File: config.mk
export PLATFORM = sky130hd
export DESIGN_NAME = npcm_search
export DESIGN_NICKNAME = d
export VERILOG_FILES = /design/src/rtl/npcm_pkg.sv /design/src/rtl/npcm_search.sv
export SDC_FILE = /design/constraint.sdc
export NUM_CORES = 1
export LEC_CHECK = 0
export BUFFER_PORTS_ARGS = -buffer_cell sky130_fd_sc_hd__buf_2
export CORE_MARGIN = 3
export CORE_UTILIZATION = 44
export DETAILED_ROUTE_END_ITERATION = 8
export PLACE_DENSITY_LB_ADDON = 0.08
export SLEW_MARGIN = 20
export SYNTH_ARGS = -nofsm -noshare
export SYNTH_HDL_FRONTEND = slang
export SYNTH_SLANG_ARGS = --single-unit
File: constraint.sdc
create_clock -name clk -period 7.3 [get_ports clk]
set_clock_uncertainty 0.2 [all_clocks]
set_input_delay 1.46 -clock clk [delete_from_list [all_inputs] [get_ports clk]]
set_output_delay 1.46 -clock clk [all_outputs]
set_load 0.005 [all_outputs]
File: src/rtl/npcm_pkg.sv
// ----------------------------------------------------------------------------
// npcm_pkg
// Shared types, codes and constants of the nearest palette color match unit.
// ----------------------------------------------------------------------------
`default_nettype none

package npcm_pkg;

	// Default palette depth and fixed field widths.
	localparam int PALETTE_DEPTH_DEF = 256;
	localparam int CHAN_W            = 8;
	localparam int INDEX_W           = 8;
	localparam int DIST_W            = 10;
	localparam int SUM_W             = 10;
	localparam int ENTRY_W           = 3 * CHAN_W;

	// Command codes carried in tuser.
	localparam logic CMD_WRITE = 1'b0;
	localparam logic CMD_MATCH = 1'b1;

	// Configuration register indexes.
	localparam int  CFG_IDX_W          = 1;
	localparam logic [CFG_IDX_W-1:0] CFG_ENTRIES_IN_USE = 1'd0;
	localparam logic [CFG_IDX_W-1:0] CFG_GRAY_PALETTE   = 1'd1;
	localparam int  CFG_DATA_W         = 8;

	// Division by three as multiply by 683 and shift right by 11.
	// Exact for every channel sum up to 765.
	localparam logic [SUM_W-1:0] DIV3_MUL   = 10'd683;
	localparam int               DIV3_SHIFT = 11;

	// Start request from the top level to the search sequencer.
	typedef struct packed {
		logic              start;
		logic              gray;
		logic [CHAN_W-1:0] pix0;
		logic [CHAN_W-1:0] pix1;
		logic [CHAN_W-1:0] pix2;
	} match_req_t;

	// Finished result from the search sequencer.
	typedef struct packed {
		logic               valid;
		logic [INDEX_W-1:0] index;
	} match_res_t;

	// Absolute difference of two channel bytes.
	function automatic logic [CHAN_W-1:0] abs_diff(input logic [CHAN_W-1:0] a,
			input logic [CHAN_W-1:0] b);
		logic [CHAN_W-1:0] r;
		if (a > b) begin
			r = a - b;
		end else begin
			r = b - a;
		end
		return r;
	endfunction

endpackage

`default_nettype wire

File: src/rtl/npcm_search.sv
// ----------------------------------------------------------------------------
// npcm_search
// Search sequencer: walks the palette one entry per cycle, computes the
// distance of each entry to the pixel and keeps the first closest index.
// ----------------------------------------------------------------------------
`default_nettype none

module npcm_search #(
	parameter int DEPTH  = npcm_pkg::PALETTE_DEPTH_DEF,
	parameter int ADDR_W = $clog2(DEPTH),
	parameter int CNT_W  = $clog2(DEPTH + 1)
) (
	input  wire logic                          clk,
	input  wire logic                          arst_n,
	input  wire npcm_pkg::match_req_t          req,
	input  wire logic [CNT_W-1:0]              count,
	output logic                               idle,
	output npcm_pkg::match_res_t               res,
	input  wire logic                          res_ready,
	output logic                               rd_en,
	output logic [ADDR_W-1:0]                  rd_addr,
	input  wire logic [npcm_pkg::ENTRY_W-1:0]  rd_data
);

	localparam logic [1:0] ST_IDLE  = 2'd0;
	localparam logic [1:0] ST_RUN   = 2'd1;
	localparam logic [1:0] ST_DRAIN = 2'd2;
	localparam logic [1:0] ST_FIN   = 2'd3;

	logic [1:0]                     state_q;
	logic [CNT_W-1:0]               k_q;
	logic [CNT_W-1:0]               count_q;
	logic                           gray_q;
	logic [npcm_pkg::CHAN_W-1:0]    pix0_q;
	logic [npcm_pkg::CHAN_W-1:0]    pix1_q;
	logic [npcm_pkg::CHAN_W-1:0]    pix2_q;
	logic [npcm_pkg::CHAN_W-1:0]    bright_q;
	logic [npcm_pkg::DIST_W-1:0]    best_dist_q;
	logic [ADDR_W-1:0]              best_idx_q;

	logic                           v_s1;
	logic                           last_s1;
	logic [ADDR_W-1:0]              idx_s1;
	logic                           v_s2;
	logic                           last_s2;
	logic [ADDR_W-1:0]              idx_s2;
	logic [npcm_pkg::DIST_W-1:0]    dist_s2;

	logic [npcm_pkg::SUM_W-1:0]     pix_sum;
	logic [2*npcm_pkg::SUM_W-1:0]   bright_prod;
	logic [npcm_pkg::CHAN_W-1:0]    bright;
	logic                           k_last;
	logic [npcm_pkg::DIST_W-1:0]    ent_dist;
	logic [npcm_pkg::CHAN_W-1:0]    e0;
	logic [npcm_pkg::CHAN_W-1:0]    e1;
	logic [npcm_pkg::CHAN_W-1:0]    e2;

	// Pixel brightness: channel sum divided by three through a reciprocal.
	assign pix_sum = npcm_pkg::SUM_W'(req.pix0) + npcm_pkg::SUM_W'(req.pix1)
			+ npcm_pkg::SUM_W'(req.pix2);
	assign bright_prod = pix_sum * npcm_pkg::DIV3_MUL;
	assign bright = npcm_pkg::CHAN_W'(bright_prod >> npcm_pkg::DIV3_SHIFT);

	// Address issue.
	assign k_last  = (k_q == count_q - CNT_W'(1));
	assign rd_en   = (state_q == ST_RUN);
	assign rd_addr = k_q[ADDR_W-1:0];

	assign idle      = (state_q == ST_IDLE);
	assign res.valid = (state_q == ST_FIN);
	assign res.index = npcm_pkg::INDEX_W'(best_idx_q);

	// Distance of the entry read from memory.
	assign e0 = rd_data[npcm_pkg::CHAN_W-1:0];
	assign e1 = rd_data[2*npcm_pkg::CHAN_W-1:npcm_pkg::CHAN_W];
	assign e2 = rd_data[3*npcm_pkg::CHAN_W-1:2*npcm_pkg::CHAN_W];

	always_comb begin
		if (gray_q) begin
			ent_dist = npcm_pkg::DIST_W'(npcm_pkg::abs_diff(e0, bright_q));
		end else begin
			ent_dist = npcm_pkg::DIST_W'(npcm_pkg::abs_diff(e0, pix0_q))
					+ npcm_pkg::DIST_W'(npcm_pkg::abs_diff(e1, pix1_q))
					+ npcm_pkg::DIST_W'(npcm_pkg::abs_diff(e2, pix2_q));
		end
	end

	// Sequencer state.
	always_ff @(posedge clk or negedge arst_n) begin
		if (!arst_n) begin
			state_q <= ST_IDLE;
			k_q     <= '0;
		end else begin
			case (state_q)
				ST_IDLE: begin
					if (req.start) begin
						k_q <= '0;
						if (count == '0) begin
							state_q <= ST_FIN;
						end else begin
							state_q <= ST_RUN;
						end
					end
				end
				ST_RUN: begin
					k_q <= k_q + CNT_W'(1);
					if (k_last) begin
						state_q <= ST_DRAIN;
					end
				end
				ST_DRAIN: begin
					if (v_s2 && last_s2) begin
						state_q <= ST_FIN;
					end
				end
				ST_FIN: begin
					if (res_ready) begin
						state_q <= ST_IDLE;
					end
				end
				default: begin
					state_q <= ST_IDLE;
				end
			endcase
		end
	end

	// Pipeline valid flags.
	always_ff @(posedge clk or negedge arst_n) begin
		if (!arst_n) begin
			v_s1 <= 1'b0;
			v_s2 <= 1'b0;
		end else begin
			v_s1 <= rd_en;
			v_s2 <= v_s1;
		end
	end

	// Pipeline payload.
	always_ff @(posedge clk) begin
		last_s1 <= k_last;
		idx_s1  <= k_q[ADDR_W-1:0];
		last_s2 <= last_s1;
		idx_s2  <= idx_s1;
		dist_s2 <= ent_dist;
	end

	// Request capture and running minimum.
	always_ff @(posedge clk) begin
		if (idle && req.start) begin
			count_q     <= count;
			gray_q      <= req.gray;
			pix0_q      <= req.pix0;
			pix1_q      <= req.pix1;
			pix2_q      <= req.pix2;
			bright_q    <= bright;
			best_dist_q <= '1;
			best_idx_q  <= '0;
		end else if (v_s2 && (dist_s2 < best_dist_q)) begin
			best_dist_q <= dist_s2;
			best_idx_q  <= idx_s2;
		end
	end

`ifndef SYNTHESIS
	// The pipeline is empty once a result is offered.
	a_drained: assert property (@(posedge clk) disable iff (!arst_n)
		(state_q == ST_FIN) |-> (!v_s1 && !v_s2))
		else $error("result offered with reads still in flight");

	// A pending result stays offered until it is taken.
	a_res_hold: assert property (@(posedge clk) disable iff (!arst_n)
		(res.valid && !res_ready) |=> (res.valid && $stable(res.index)))
		else $error("pending result dropped or changed");

	// The winning index lies inside the searched range.
	a_idx_range: assert property (@(posedge clk) disable iff (!arst_n)
		((state_q == ST_FIN) && (count_q != '0)) |->
			(CNT_W'(best_idx_q) < count_q))
		else $error("closest index outside searched entries");

	// Memory reads stop once the last address has been issued.
	a_no_overrun: assert property (@(posedge clk) disable iff (!arst_n)
		(rd_en && k_last) |=> !rd_en)
		else $error("read issued past the last entry");
`endif

endmodule

`default_nettype wire

# After elaboration in Yosys (flattened, before gate mapping)
# Index checks and enable logic that the tools add are counted.
# totals
output_inout_bits	19
word_cells	70
inputBits	62
register_bits	101
# classes
mux	16
reduce_logical	8
add_sub_neg	14
eq_ne	8
order_cmp	5
n_mul	1
# op_table
operator	n
8-bit 2-to-1 mux	8
8-bit subtractor	8
8-bit > comparator	4
9-bit by 8-bit adder with 10-bit output	2
10-bit by 10-bit multiplier with 19-bit output (second input constant)	1
8-bit by 8-bit adder with 9-bit output	2
9-bit case mux with 2 select lines	1
10-bit < comparator	1
2-bit 2-to-1 mux	5
9-bit by 1-bit adder with 9-bit output (second input constant)	1
9-bit == test	1
9-bit logical NOT	1
9-bit 2-to-1 mux	1
9-bit by 1-bit subtractor with 9-bit output (second input constant)	1
2-bit case mux with 4 select lines	1
2-bit == test (second input constant)	2
2-bit by 1-bit != test with 1-bit output (second input constant)	2
2-bit != test (second input constant)	2
4-bit AND reduction	1
1-bit logical AND	3
2-bit by 1-bit == test with 1-bit output (second input constant)	1
2-bit logical NOT	1
2-bit AND reduction	1
2-bit nonzero test	1

# Logic depth before layout (Yosys ltp)
# logic_depth
word_depth	6
mapped_depth	28
ltp_nobuf	28

# Worst setup path after synthesis
# Ideal clock, no wire load.
# synth_timing
path_kind	input port to flip-flop
from	input req[1] (netlist name)
to	register bright_q[7] (netlist name) (data pin)
cell_stages	26
required_time_ns	6.840
setup_time_ns	0.260
slack_ns	-0.379
t_arrival_ns	7.219
path_buffers	0
cell_sequence	inv_1 fa_1 inv_1 ha_1 inv_1 fa_1 inv_1 a21oi_1 o21bai_1 a2111oi_0 nor4b_1 ha_1 ha_1 inv_1 fa_1 inv_1 fa_1 ha_1 ha_1 a21oi_1 nor2_1 a211oi_1 o41ai_1 a31o_2 a21oi_1 xnor2_1
# synth_via
elab_chain_cells	2
# synth_lines
item	line_no	text
start: declaration	npcm_search.sv:15	input wire npcm_pkg::match_req_t req,
9-bit by 8-bit adder with 10-bit output	npcm_search.sv:60	+ npcm_pkg::SUM_W'(req.pix2);
10-bit by 10-bit multiplier with 19-bit output	npcm_search.sv:61	assign bright_prod = pix_sum * npcm_pkg::DIV3_MUL;
named net bright_prod (one bit)	npcm_search.sv:50	logic [2*npcm_pkg::SUM_W-1:0] bright_prod;
end signal: assignment	npcm_search.sv:156	bright_q <= bright;
end: declaration	npcm_search.sv:37	logic [npcm_pkg::CHAN_W-1:0] bright_q;
# The timed path passes the listed nets, and every way through them passes these cells.
# A chain may end at the register's enable or synchronous reset.

# Worst setup path in the final report
# Ends and elaborated chain as after synthesis.

==> metrics.cfg <==
[yosys]
ys_seq_elements=101
synth_area_leader_cell=ha_1
synth-edff-count=42
synthAdderAreaFrac=0.310
synth_cells=895
synth_common_cells=ha_1, inv_1, a21oi_1
syn_area_per_cell_um2=9.92
yosysSeqAreaShare=0.282
muxShareOfSynthArea=0.0527
synth-xor-area-share=0.0631
ys.flop_type=dfxtp_1
yosysWarnings=0
synthTopCellsByArea=ha_1, edfxtp_1, fa_1
synth_compound_gate_area_share=0.122
synthSimpleGateAreaFrac=0.0908
synth_area_um2=8880
synthesis.nets=1149
synth_cell_types=69
synth_top_area_share=0.204
synth-async-reset-ratio=0.129
synth_top_family_by_area=adder cells

[worst_setup_path]
r2r_slack_ns=2.64
critical_path_arrival_ns=6.95
cpMaxStageDelayCell=fa_1
r2r-end=dist_s2[8]
critPathMaxFanout=3
path_buf_inv=8
cpPeakStageDelay_ns=0.53
cp_top_family=adder cells
rr_worst_depth=16
regToRegStartpoint=pix2_q[3]
setup.worst_path.start_class=primary input
cp-end-kind=register
crit_required_ns=7.19
crit_type=in2reg
crit_top_cell=inv_1

[sta]
relSlewSlack=0.581
maxSlewViolCount=0
max_freq_ghz=0.142
setup_slack_ns=0.245
hold_violations=0
period_needed_ns=7.06
worst_pin_slew_ns=0.627
setup_violations=0
fin_crit_sh=0.967

[grt]
antenna_found_initial=1
grt_first_pass_wirelength_um=31200
grt_overflow=0
grt_pass1_vias=6371
grt_use_total=0.177
grt_start_max_net_pins=42

[detailed_routing]
wire_per_inst_um=14.7
drcViolationCount=0
wirelength_um=18600
num_vias=6303
firstDrtPassIters=4
drtIter0Drc=267
ant_nets=0
viasPerCell=4.97

[cells_and_area]
final.fill_count=1892
finalInstanceArea_um2=10100
drive_gt1_frac=0.174
synthToLayoutAreaGrowth_pct=14.0
antenna_cells=0
final_nets=1251

[place]
place_hpwl_um=15900
portBuffers=80
placed_cell_area_um2=9770
routabilityCongestion=0.865
place_ws_ns=-0.171

[flow_run]
drv_cap=0

[clock_tree]
clk_pin_slew_ns=0.07
cts_buffers=9
cts-root-buf=clkbuf_16
cts_sinks=101
ctsHoldBuffers=0
cts_tree=yes
cts_max_path_buffers=2
clk_latency_ns=0.35
h-tree-depth=3

[floorplan]
dieArea_um2=21900
start_util=0.452
num_rows=51
die_h_um=148
core_um2=19700
die_x_um=148
io_pins=81

[worst_hold_path]
hold_class=reg2reg
hold-path-cell-count=0
min_to=idx_s2[6]
hold_start=idx_s1[6]

[run_status]
status=finished clean

-- worst reg2reg max path: stages (launching register included) --
cell and delay (ns):
edfxtp_1 0.41, ha_1 0.37, a21oi_1 0.31, a21oi_1 0.12
o22ai_1 0.44, buf_4 0.27, mux2i_1 0.22, xnor2_1 0.19
fa_1 0.48, ha_1 0.30, a21o_1 0.15, a21oi_1 0.20
o21ai_0 0.13, a2111oi_0 0.42, nor3_1 0.13, xnor2_1 0.15
nor2_1 0.05
-- sequential cells by signal, indices dropped and copies added (netlist names) --
signal and cells:
pix0_q 8, idx_s2 8, best_dist_q 10, idx_s1 8, last_s1 1, count_q 9, best_idx_q 8, state_q 2
v_s2 1, pix2_q 8, v_s1 1, k_q 9, dist_s2 10, last_s2 1, gray_q 1, bright_q 8
pix1_q 8
-- cells by family (layout without fill, tap and decap cells) --
logic type               Yosys count  count (layout)
adder cells (fa/ha/maj)          192             192
buffers and inverters            172             279
flip-flops                       101             101
XOR/XNOR                          64              64
AO/OA/AOI/OAI                    165             165
multiplexers                      45              45
AND/OR/NAND/NOR                  156             156
-- area by class of cell --
| class | count | area (µm²) | area share |
|---|---|---|---|
| clock buffer | 11 | 254 | 0.0251 |
| multi-input combinational | 622 | 5760 | 0.569 |
| sequential | 101 | 2510 | 0.248 |
| tap | 265 | 332 | 0.0328 |
| inverter | 145 | 544 | 0.0538 |
| clock inverter | 5 | 40.0 | 0.00395 |
| timing repair buffer | 118 | 686 | 0.0677 |
-- cell usage in the layout, fill, tap and decap left out, drive strengths merged, types with 34 or more instances in the layout --
cell type	netlist	layout
inv	145	147
ha	145	145
buf	14	118
a21oi	50	50
fa	47	47
xnor2	47	47
dfxtp	46	46
edfxtp	42	42
nand2	40	40
nor2	36	36
o21ai	34	34
-- metal layers --
layer	GRT usage	wire length, µm	vias to the layer above
met1	0.235	9010	2938
met4	0.0480	295	2
li1	-	-	3262
met2	0.299	8820	78
met3	0.0291	516	23
met5	0	13	-
-- how the worst max path moves through the flow --
stage,startpoint,to,slack [ns],depth (start not counted)
floorplan,req[1],bright_q[7],0.08,28
global placement,req[1],bright_q[7],-0.09,28
detailed placement,req[1],bright_q[5],-0.17,27
CTS,req[1],bright_q[5],0.19,27
global route,req[1],bright_q[7],-0.04,29
finish,req[1],bright_q[7],0.24,29
-- per-stage QoR --
stage / hold WS, ns / instances / utilization / TNS [ns]
2_1_floorplan: 0.110 / 895 / - / 0
3_3_place_gp: 0.111 / 1249 / 0.497 / -0.292
3_5_place_dp: 0.112 / 1249 / 0.497 / -0.817
6_report: 0.127 / 1267 / 0.515 / 0
4_1_cts: 0.128 / 1265 / 0.512 / 0
5_1_grt: 0.127 / 1267 / 0.515 / -0.0649
-- what timing repair did --
item,CTS,global route
gates resized for setup,0,11
buffers inserted,0,2
endpoints found under the setup margin,0,7
Power is left out: the tool's default activity adds up to more than one toggle a clock period on the data nets, which glitch-free logic cannot reach.
